<file path="config.mk">
export PLATFORM = sky130hd
export DESIGN_NAME = bitmap_set_clear_find_first_core
export DESIGN_NICKNAME = d
export VERILOG_FILES = /design/src/hdl/bscff_pkg.sv /design/src/hdl/bscff_ram.sv /design/src/hdl/bscff_word_unit.sv /design/src/hdl/bitmap_set_clear_find_first_core.sv
export SDC_FILE = /design/constraint.sdc
export NUM_CORES = 2
export LEC_CHECK = 0
export BUFFER_PORTS_ARGS = -buffer_cell sky130_fd_sc_hd__buf_2
export CAP_MARGIN = 20
export CELL_PAD_IN_SITES_DETAIL_PLACEMENT = 1
export CELL_PAD_IN_SITES_GLOBAL_PLACEMENT = 1
export CORE_MARGIN = 1
export CORE_UTILIZATION = 39
export CTS_BUF_LIST = sky130_fd_sc_hd__clkbuf_4 sky130_fd_sc_hd__clkbuf_8
export DETAILED_ROUTE_END_ITERATION = 16
export PLACE_DENSITY = 0.7
export SYNTH_ARGS = -nofsm -noshare
export SYNTH_HDL_FRONTEND = slang
export SYNTH_HIERARCHICAL = 1
export SYNTH_SLANG_ARGS = --single-unit
</file>
<file path="constraint.sdc">
create_clock -name i_clk -period 25.9 [get_ports i_clk]
set_input_delay 0 -clock i_clk [delete_from_list [all_inputs] [get_ports i_clk]]
set_output_delay 0 -clock i_clk [all_outputs]
set_load 0.01 [all_outputs]
</file>
<file path="src/hdl/bscff_pkg.sv">
package bscff_pkg;

    // store geometry
    localparam int MAX_BITS = 1024;
    localparam int WORD_W   = 64;
    localparam int BIT_AW   = $clog2(WORD_W);
    localparam int N_WORDS  = (MAX_BITS + WORD_W - 1) / WORD_W;
    localparam int WORD_AW  = (N_WORDS > 1) ? $clog2(N_WORDS) : 1;

    // field widths
    localparam int OP_W  = 4;
    localparam int LEN_W = 11;
    localparam int POP_W = BIT_AW + 1;

    localparam logic [LEN_W-1:0] LEN_RESET = LEN_W'(1024);
    localparam logic [LEN_W-1:0] LEN_MAX   = LEN_W'(MAX_BITS);

    typedef enum logic [OP_W-1:0] {
        OP_SET      = 4'd0,
        OP_CLR      = 4'd1,
        OP_TEST     = 4'd2,
        OP_RANGE    = 4'd3,
        OP_COUNT    = 4'd4,
        OP_EMPTY    = 4'd5,
        OP_FIND     = 4'd6,
        OP_FIND_CLR = 4'd7,
        OP_CLR_ALL  = 4'd8
    } t_op;

    typedef enum logic [1:0] {
        S_IDLE,
        S_SCAN,
        S_DONE
    } t_state;

    // result of examining one masked store word
    typedef struct packed {
        logic              any;
        logic [BIT_AW-1:0] first;
        logic [POP_W-1:0]  pop;
    } t_word_res;

endpackage

</file>
<file path="src/hdl/bscff_ram.sv">
module bscff_ram #(
    parameter int WIDTH = 64,
    parameter int DEPTH = 16
) (
    input  logic                     i_clk,
    input  logic                     i_wr_en,
    input  logic [$clog2(DEPTH)-1:0] i_wr_addr,
    input  logic [WIDTH-1:0]         i_wr_data,
    input  logic [$clog2(DEPTH)-1:0] i_rd_addr,
    output logic [WIDTH-1:0]         o_rd_data
);

    logic [WIDTH-1:0] r_mem [DEPTH];
    logic [WIDTH-1:0] r_rd_data;

    // one write port, one registered read port
    always_ff @(posedge i_clk) begin
        if (i_wr_en) begin
            r_mem[i_wr_addr] <= i_wr_data;
        end
        r_rd_data <= r_mem[i_rd_addr];
    end

    assign o_rd_data = r_rd_data;

endmodule

</file>
<file path="src/hdl/bscff_word_unit.sv">
module bscff_word_unit (
    input  logic [bscff_pkg::WORD_W-1:0]  i_data,
    input  logic [bscff_pkg::WORD_AW-1:0] i_word,
    input  logic [bscff_pkg::LEN_W-1:0]   i_lo,
    input  logic [bscff_pkg::LEN_W-1:0]   i_hi,
    output bscff_pkg::t_word_res          o_res
);

    localparam int WSEL_W = bscff_pkg::LEN_W - bscff_pkg::BIT_AW;

    logic [bscff_pkg::WORD_W-1:0] lo_mask;
    logic [bscff_pkg::WORD_W-1:0] hi_mask;
    logic [bscff_pkg::WORD_W-1:0] masked;
    logic [WSEL_W-1:0]            word_ext;

    // keep only the bits whose index lies within lo..hi
    always_comb begin
        word_ext = WSEL_W'(i_word);
        lo_mask  = '1;
        hi_mask  = '1;
        if (word_ext == i_lo[bscff_pkg::LEN_W-1:bscff_pkg::BIT_AW]) begin
            lo_mask = {bscff_pkg::WORD_W{1'b1}} << i_lo[bscff_pkg::BIT_AW-1:0];
        end
        if (word_ext == i_hi[bscff_pkg::LEN_W-1:bscff_pkg::BIT_AW]) begin
            hi_mask = {bscff_pkg::WORD_W{1'b1}} >>
                      (bscff_pkg::BIT_AW'(bscff_pkg::WORD_W - 1) -
                       i_hi[bscff_pkg::BIT_AW-1:0]);
        end
        masked = i_data & lo_mask & hi_mask;
    end

    // population count and lowest set bit
    always_comb begin
        o_res.any   = |masked;
        o_res.pop   = '0;
        o_res.first = '0;
        for (int j = 0; j < bscff_pkg::WORD_W; j++) begin
            o_res.pop = o_res.pop + bscff_pkg::POP_W'(masked[j]);
        end
        for (int j = bscff_pkg::WORD_W - 1; j >= 0; j--) begin
            if (masked[j]) begin
                o_res.first = bscff_pkg::BIT_AW'(j);
            end
        end
    end

endmodule

</file>
<file path="src/hdl/bitmap_set_clear_find_first_core.sv">
// Bitmap of 1024 positions (numbered from 1) with set, clear, test, range test,
// population count, empty check, find first set, find first set and clear, and
// clear all. The map sits in a 16 x 64-bit RAM; a small sequencer streams the
// words an operation touches through one shared word unit (mask, popcount,
// priority encode), one word per cycle. An operation reads only the 64-bit
// words it touches: one word for set, clear and test, up to all 16 for a
// full scan of count, empty or find (these stop at the first hit where they
// can). Invalid positions, unused op codes and clear all skip the scan. Clear
// all and reset take effect at once through per-word valid bits, so there is
// no clearing pass. A finished result waits in the output register while the
// next transaction is accepted. The length register may only be written while
// idle.
module bitmap_set_clear_find_first_core (
    input  logic                           i_clk,
    input  logic                           i_rst_n,
    input  logic                           i_cfg_wr_en,
    input  logic [bscff_pkg::LEN_W-1:0]    i_cfg_wr_data,
    input  logic                           i_in_valid,
    output logic                           o_in_stall,
    input  logic [bscff_pkg::OP_W-1:0]     i_op,
    input  logic [bscff_pkg::LEN_W-1:0]    i_bit_pos,
    input  logic [bscff_pkg::LEN_W-1:0]    i_bit_pos_end,
    output logic                           o_out_valid,
    input  logic                           i_out_stall,
    output logic                           o_status,
    output logic                           o_flag,
    output logic [bscff_pkg::LEN_W-1:0]    o_position,
    output logic [bscff_pkg::LEN_W-1:0]    o_count
);

    // control state
    bscff_pkg::t_state                 r_state, n_state;
    logic                              r_out_valid, n_out_valid;
    logic                              r_dv, n_dv;
    logic                              r_issue, n_issue;
    logic [bscff_pkg::N_WORDS-1:0]     r_valid, n_valid;
    logic [bscff_pkg::LEN_W-1:0]       r_map_len;

    // operation payload
    bscff_pkg::t_op                    r_op, n_op;
    logic [bscff_pkg::LEN_W-1:0]       r_lo, n_lo;
    logic [bscff_pkg::LEN_W-1:0]       r_hi, n_hi;
    logic [bscff_pkg::WORD_AW-1:0]     r_word, n_word;
    logic [bscff_pkg::WORD_AW-1:0]     r_last_w, n_last_w;
    logic [bscff_pkg::WORD_AW-1:0]     r_dword, n_dword;
    logic                              r_found, n_found;
    logic [bscff_pkg::LEN_W-1:0]       r_fpos, n_fpos;
    logic [bscff_pkg::LEN_W-1:0]       r_count, n_count;
    logic                              r_status, n_status;
    logic                              r_o_status, n_o_status;
    logic                              r_o_flag, n_o_flag;
    logic [bscff_pkg::LEN_W-1:0]       r_o_position, n_o_position;
    logic [bscff_pkg::LEN_W-1:0]       r_o_count, n_o_count;

    logic [bscff_pkg::LEN_W-1:0]       len_act;
    logic                              pos_ok;
    logic                              range_ok;
    logic                              ram_we;
    logic [bscff_pkg::WORD_W-1:0]      ram_wdata;
    logic [bscff_pkg::WORD_W-1:0]      ram_rdata;
    logic [bscff_pkg::WORD_W-1:0]      eff_data;
    bscff_pkg::t_word_res              wres;
    logic                              op_flag;

    // store and shared word unit
    bscff_ram #(
        .WIDTH (bscff_pkg::WORD_W),
        .DEPTH (bscff_pkg::N_WORDS)
    ) u_ram (
        .i_clk     (i_clk),
        .i_wr_en   (ram_we),
        .i_wr_addr (r_dword),
        .i_wr_data (ram_wdata),
        .i_rd_addr (r_word),
        .o_rd_data (ram_rdata)
    );

    assign eff_data = r_valid[r_dword] ? ram_rdata : '0;

    bscff_word_unit u_word_unit (
        .i_data (eff_data),
        .i_word (r_dword),
        .i_lo   (r_lo),
        .i_hi   (r_hi),
        .o_res  (wres)
    );

    // bounds checks against the active length
    assign len_act  = (r_map_len > bscff_pkg::LEN_MAX) ? bscff_pkg::LEN_MAX : r_map_len;
    assign pos_ok   = (i_bit_pos != '0) && (i_bit_pos <= len_act);
    assign range_ok = (i_bit_pos != '0) && (i_bit_pos_end <= len_act) &&
                      (i_bit_pos < i_bit_pos_end);

    // flag of the finished operation
    always_comb begin
        case (r_op)
            bscff_pkg::OP_TEST,
            bscff_pkg::OP_RANGE,
            bscff_pkg::OP_FIND,
            bscff_pkg::OP_FIND_CLR: op_flag = r_found;
            bscff_pkg::OP_EMPTY:    op_flag = !r_found;
            default:                op_flag = 1'b0;
        endcase
    end

    // sequencer
    always_comb begin
        n_state      = r_state;
        n_out_valid  = r_out_valid;
        n_dv         = 1'b0;
        n_issue      = r_issue;
        n_valid      = r_valid;
        n_op         = r_op;
        n_lo         = r_lo;
        n_hi         = r_hi;
        n_word       = r_word;
        n_last_w     = r_last_w;
        n_dword      = r_dword;
        n_found      = r_found;
        n_fpos       = r_fpos;
        n_count      = r_count;
        n_status     = r_status;
        n_o_status   = r_o_status;
        n_o_flag     = r_o_flag;
        n_o_position = r_o_position;
        n_o_count    = r_o_count;
        ram_we       = 1'b0;
        ram_wdata    = eff_data;

        // output register drains
        if (r_out_valid && !i_out_stall) begin
            n_out_valid = 1'b0;
        end

        case (r_state)
            bscff_pkg::S_IDLE: begin
                if (i_in_valid) begin
                    n_op     = bscff_pkg::t_op'(i_op);
                    n_found  = 1'b0;
                    n_fpos   = '0;
                    n_count  = '0;
                    n_status = 1'b0;
                    n_issue  = 1'b1;
                    n_lo     = '0;
                    n_hi     = '0;
                    n_state  = bscff_pkg::S_DONE;
                    case (bscff_pkg::t_op'(i_op))
                        bscff_pkg::OP_SET,
                        bscff_pkg::OP_CLR,
                        bscff_pkg::OP_TEST: begin
                            if (pos_ok) begin
                                n_lo    = i_bit_pos - 1'b1;
                                n_hi    = i_bit_pos - 1'b1;
                                n_state = bscff_pkg::S_SCAN;
                            end else begin
                                n_status = 1'b1;
                            end
                        end
                        bscff_pkg::OP_RANGE: begin
                            if (range_ok) begin
                                n_lo    = i_bit_pos - 1'b1;
                                n_hi    = i_bit_pos_end - 1'b1;
                                n_state = bscff_pkg::S_SCAN;
                            end else begin
                                n_status = 1'b1;
                            end
                        end
                        bscff_pkg::OP_COUNT,
                        bscff_pkg::OP_EMPTY,
                        bscff_pkg::OP_FIND,
                        bscff_pkg::OP_FIND_CLR: begin
                            // zero length: nothing to scan
                            if (len_act != '0) begin
                                n_hi    = len_act - 1'b1;
                                n_state = bscff_pkg::S_SCAN;
                            end
                        end
                        bscff_pkg::OP_CLR_ALL: begin
                            n_valid = '0;
                        end
                        default: begin
                            n_status = 1'b1;
                        end
                    endcase
                    n_word   = bscff_pkg::WORD_AW'(n_lo[bscff_pkg::LEN_W-1:bscff_pkg::BIT_AW]);
                    n_last_w = bscff_pkg::WORD_AW'(n_hi[bscff_pkg::LEN_W-1:bscff_pkg::BIT_AW]);
                end
            end
            bscff_pkg::S_SCAN: begin
                // issue the next word read
                if (r_issue) begin
                    n_dv    = 1'b1;
                    n_dword = r_word;
                    if (r_word == r_last_w) begin
                        n_issue = 1'b0;
                    end else begin
                        n_word = r_word + 1'b1;
                    end
                end
                // examine the word read last cycle
                if (r_dv) begin
                    n_count = r_count + bscff_pkg::LEN_W'(wres.pop);
                    if (wres.any && !r_found) begin
                        n_found = 1'b1;
                        n_fpos  = bscff_pkg::LEN_W'({r_dword, wres.first});
                    end
                    case (r_op)
                        bscff_pkg::OP_SET: begin
                            ram_we  = 1'b1;
                            ram_wdata = eff_data |
                                (bscff_pkg::WORD_W'(1) << r_lo[bscff_pkg::BIT_AW-1:0]);
                            n_valid[r_dword] = 1'b1;
                        end
                        bscff_pkg::OP_CLR: begin
                            ram_we  = 1'b1;
                            ram_wdata = eff_data &
                                ~(bscff_pkg::WORD_W'(1) << r_lo[bscff_pkg::BIT_AW-1:0]);
                            n_valid[r_dword] = 1'b1;
                        end
                        bscff_pkg::OP_FIND_CLR: begin
                            if (wres.any && !r_found) begin
                                ram_we  = 1'b1;
                                ram_wdata = eff_data &
                                    ~(bscff_pkg::WORD_W'(1) << wres.first);
                                n_valid[r_dword] = 1'b1;
                            end
                        end
                        default: begin
                        end
                    endcase
                    // count scans every word, the others stop at the first hit
                    if ((r_dword == r_last_w) ||
                        (wres.any && (r_op != bscff_pkg::OP_COUNT))) begin
                        n_state = bscff_pkg::S_DONE;
                    end
                end
            end
            bscff_pkg::S_DONE: begin
                if (!r_out_valid || !i_out_stall) begin
                    n_out_valid  = 1'b1;
                    n_o_status   = r_status;
                    n_o_flag     = op_flag && !r_status;
                    n_o_position = '0;
                    n_o_count    = '0;
                    if (((r_op == bscff_pkg::OP_FIND) || (r_op == bscff_pkg::OP_FIND_CLR))
                        && r_found) begin
                        n_o_position = r_fpos + 1'b1;
                    end
                    if (r_op == bscff_pkg::OP_COUNT) begin
                        n_o_count = r_count;
                    end
                    n_state = bscff_pkg::S_IDLE;
                end
            end
            default: begin
                n_state = bscff_pkg::S_IDLE;
            end
        endcase
    end

    // control registers
    always_ff @(posedge i_clk) begin
        if (!i_rst_n) begin
            r_state      <= bscff_pkg::S_IDLE;
            r_out_valid  <= 1'b0;
            r_dv         <= 1'b0;
            r_issue      <= 1'b0;
            r_valid      <= '0;
            r_map_len    <= bscff_pkg::LEN_RESET;
        end else begin
            r_state     <= n_state;
            r_out_valid <= n_out_valid;
            r_dv        <= n_dv;
            r_issue     <= n_issue;
            r_valid     <= n_valid;
            if (i_cfg_wr_en) begin
                r_map_len <= i_cfg_wr_data;
            end
        end
    end

    // payload registers
    always_ff @(posedge i_clk) begin
        r_op         <= n_op;
        r_lo         <= n_lo;
        r_hi         <= n_hi;
        r_word       <= n_word;
        r_last_w     <= n_last_w;
        r_dword      <= n_dword;
        r_found      <= n_found;
        r_fpos       <= n_fpos;
        r_count      <= n_count;
        r_status     <= n_status;
        r_o_status   <= n_o_status;
        r_o_flag     <= n_o_flag;
        r_o_position <= n_o_position;
        r_o_count    <= n_o_count;
    end

    assign o_in_stall  = (r_state != bscff_pkg::S_IDLE);
    assign o_out_valid = r_out_valid;
    assign o_status    = r_o_status;
    assign o_flag      = r_o_flag;
    assign o_position  = r_o_position;
    assign o_count     = r_o_count;

`ifndef SYNTH
    // a word under examination never lies beyond the last word of the span
    a_word_in_span: assert property (@(posedge i_clk) disable iff (!i_rst_n)
        (r_state == bscff_pkg::S_SCAN) && r_dv |-> (r_dword <= r_last_w))
        else $error("word examined beyond end of span");

    // an error result carries no flag, position or count
    a_err_clean: assert property (@(posedge i_clk) disable iff (!i_rst_n)
        o_out_valid && o_status |-> !o_flag && (o_position == '0) && (o_count == '0))
        else $error("error result with payload");

    // a reported position always comes with a found flag
    a_pos_flag: assert property (@(posedge i_clk) disable iff (!i_rst_n)
        o_out_valid && (o_position != '0) |-> o_flag && !o_status)
        else $error("position without flag");

    // clear all has emptied the whole map by the cycle after it is accepted
    a_clr_all: assert property (@(posedge i_clk) disable iff (!i_rst_n)
        (r_state == bscff_pkg::S_IDLE) && i_in_valid &&
        (i_op == bscff_pkg::OP_CLR_ALL) |=> (r_valid == '0))
        else $error("clear all left valid words");
`endif

endmodule

</file>
==> results_dict.tcl <==
set metrics [dict create \
    slowest_delay_ns 0.96 \
    final_common_cell "edfxtp_1" \
    synth_area_mm2 0.0530 \
    critPathKind "register to register" \
    die_w_um 371 \
    firstDrtPassIters 6 \
    start_kind "register" \
    cp.arrival_ns 10.56 \
    gp_congestion 1.04 \
    outcome "finished, final reports clean" \
    hold_class "input pin to register" \
    synth_top_cell_area_share_pct 62.6 \
    cts_buffer_depth 3 \
    synth.area.top_cells "edfxtp_1, mux4_2, dfxtp_1" \
    num_vias 33200 \
    p_total_uw 4190 \
    top_usage_layer "met2" \
    cp_max_fo 64 \
    setup_viol 0 \
    switching_share_pct 24.0 \
    vias_per_cell 5.93 \
    final-max-slew-violation-count 0 \
    cts_root_buf "clkbuf_8" \
    synth_edf_count 1105 \
    cp-end-kind "register" \
    drtIter0Drc 3597 \
    fmax_mhz 101 \
    worstMarginPinSlew_ns 1.20 \
    placed_cell_area_mm2 0.0558 \
    power_leakage_uw 0.0231 \
    postRouteAntennaNets 0 \
    post-dp-hpwl_um 100000 \
    gr-usage-met1_pct 31.7 \
    clkTransAtPathRegs_ns 0.06 \
    cts_resized 0 \
    grtUsageMet2_pct 38.3 \
    cts_sinks 1201 \
    cts_buffers 191 \
    io_pins 68 \
    routed_wl_um 163000 \
    cp_slowest_cell "edfxtp_1" \
    worst_hold_path.num_cells 3 \
    pre_cts_ws_ns 15.95 \
    syn-instance-count 3353 \
    async_reset_ff_share_pct 0 \
    slew_headroom_pct 20.0 \
    power_density_mw_per_mm2 68.5 \
    crit_top_cell "fa_1" \
    rr_worst_depth 31 \
    synth-seq-cells 1201 \
    cts_tree "yes" \
    die_y_um 371 \
    yosysUniqueCellTypes 93 \
    drc 0 \
    area.growth.synth_to_final_pct 15.4 \
    layout_common_cells "edfxtp_1, mux4_2, clkbuf_8, nand2_1, o21ai_0" \
    power.internal_uw 3180 \
    grt_first_pass_wirelength_um 237000 \
    peakVddDrop_uv 47.0 \
    ys_seq_area_share_pct 66.3 \
    hold_viol 0 \
    tns_ns 0 \
    syn-num-nets 3510 \
    min_period_ns 9.91 \
    pwr-share-seq_pct 51.6 \
    wl_per_cell_um 29.0 \
    final.period_utilization_pct 38.3 \
    grt_pass1_vias 34800 \
    antenna_found_initial 8 \
    start_util_pct 39.5 \
    finClkSkew_ns 0.0547 \
    use_met3_pct 4.61 \
    synth_ff_type "edfxtp_1" \
    drive_above_1_share_pct 23.1 \
    cp.required_ns 26.55 \
    htreeDepth 4 \
    p_clk_share_pct 41.4 \
    switching_power_uw 1010 \
    yosys.area.top_type "edfxtp_1" \
    p_comb_share_pct 7.0 \
    die_area_mm2 0.137 \
    yosys_warnings 6 \
    core_area_mm2 0.134 \
    nNetsFinal 3827 \
    rsz0062_at_grt "false" \
    nFillCells 13200 \
    layout_setup_ws_ns 15.99 \
    avgSynthCellArea_um2 15.8 \
    grt_overflow_total 0 \
    cap_violations 0 \
    grtUsageTotal_pct 23.7 \
    clk_latency_ns 0.94 \
    port_buffers 67 \
    stdcell_area_mm2 0.0611 \
    rows 134 \
    grt_max_degree 66 \
]
==> metrics by stage <==
stage	std cells	util [%]	hold WS (ns)
after global routing	5601	45.6	0.0914
after floorplan	3353	-	0.0986
final	5601	45.6	0.104
after global placement	5123	41.5	0.222
after CTS	5593	45.5	0.00959
after detailed placement	5135	41.6	0.229
==> area by class of cell <==
cell class | count | area (µm²) | share of cell area (%)
clock inverter | 53 | 564 | 0.923
clock buffer | 299 | 3640 | 5.96
inverter | 114 | 428 | 0.700
sequential | 1201 | 35100 | 57.4
antenna | 4 | 10.0 | 0.0164
tap | 1768 | 2210 | 3.62
timing repair buffer | 310 | 2450 | 4.01
multi-input combinational | 1852 | 16700 | 27.3
==> power groups by stage <==
| stage | Sequential [µW] | Combinational, µW | Clock [µW] |
|---|---|---|---|
| after floorplan | 2180 | 187 | 0 |
| after global placement | 2200 | 272 | 0 |
| after detailed placement | 2200 | 274 | 0 |
| after CTS | 2160 | 289 | 1770 |
| after global routing | 2160 | 311 | 1850 |
| final | 2160 | 294 | 1730 |
==> critical path: cells and delay by family, from the launching register on <==
kind,cells,cell delay (ns)
fa+ha+maj,10,4.60
compound gates,7,1.17
mux,2,1.06
flops,1,0.96
buf+inv,7,0.86
simple gates,3,0.63
xor+xnor,2,0.31
==> Yosys cell counts (84+ instances only) <==
master / number
a21oi_1: 136
clkbuf_1: 119
nand2_1: 177
mux4_2: 261
o21ai_0: 174
inv_1: 113
and2_1: 106
a22oi_1: 130
dfxtp_1: 96
edfxtp_1: 1105
nor2_1: 161
a31oi_1: 84
==> kinds of logic after synthesis <==
kind of cell | count (synthesis) | share of synthesized area [%]
mux | 271 | 11.3
simple gates | 703 | 6.71
flops | 1201 | 66.3
compound gates | 706 | 8.73
xor+xnor | 57 | 0.943
buf+inv | 300 | 2.56
fa+ha+maj | 115 | 3.50
==> metal layers <==
layer / routed length, µm / share of wire (%)
met3: 11900 / 7.3
met2: 77600 / 48
met1: 67300 / 41
met4: 5760 / 3.5
met5: 37 / 0.023
==> sequential cells by signal, indices dropped and copies added, names as in the netlist, 10 cells and up <==
signal,flops
o_count,11
o_position,11
r_count,11
r_fpos,10
r_hi,11
r_lo,11
r_map_len,11
r_valid,16
u_ram/o_rd_data,64
u_ram/r_mem,1024
==> worst paths after layout <==
check / startpoint / to / slack [ns]
setup / recovery: r_dword[0]$_DFFE_PP_ / r_count[10]$_SDFFCE_PN0P_ / 15.99
setup reg to reg: r_dword[0]$_DFFE_PP_ / r_count[10]$_SDFFCE_PN0P_ / 15.99
hold / removal: i_bit_pos[0] / r_hi[0]$_DFFE_PP_ / 0.10
hold reg to reg: r_valid[14]$_SDFFE_PN0P_ / r_valid[14]$_SDFFE_PN0P_ / 0.47
==> repair_timing <==
item / CTS / global route
endpoints found under the hold margin: 91 / 0
hold buffers: 106 / 0
setup buffers: 0 / 0
Note: power is estimated with default switching activity, not from simulation.
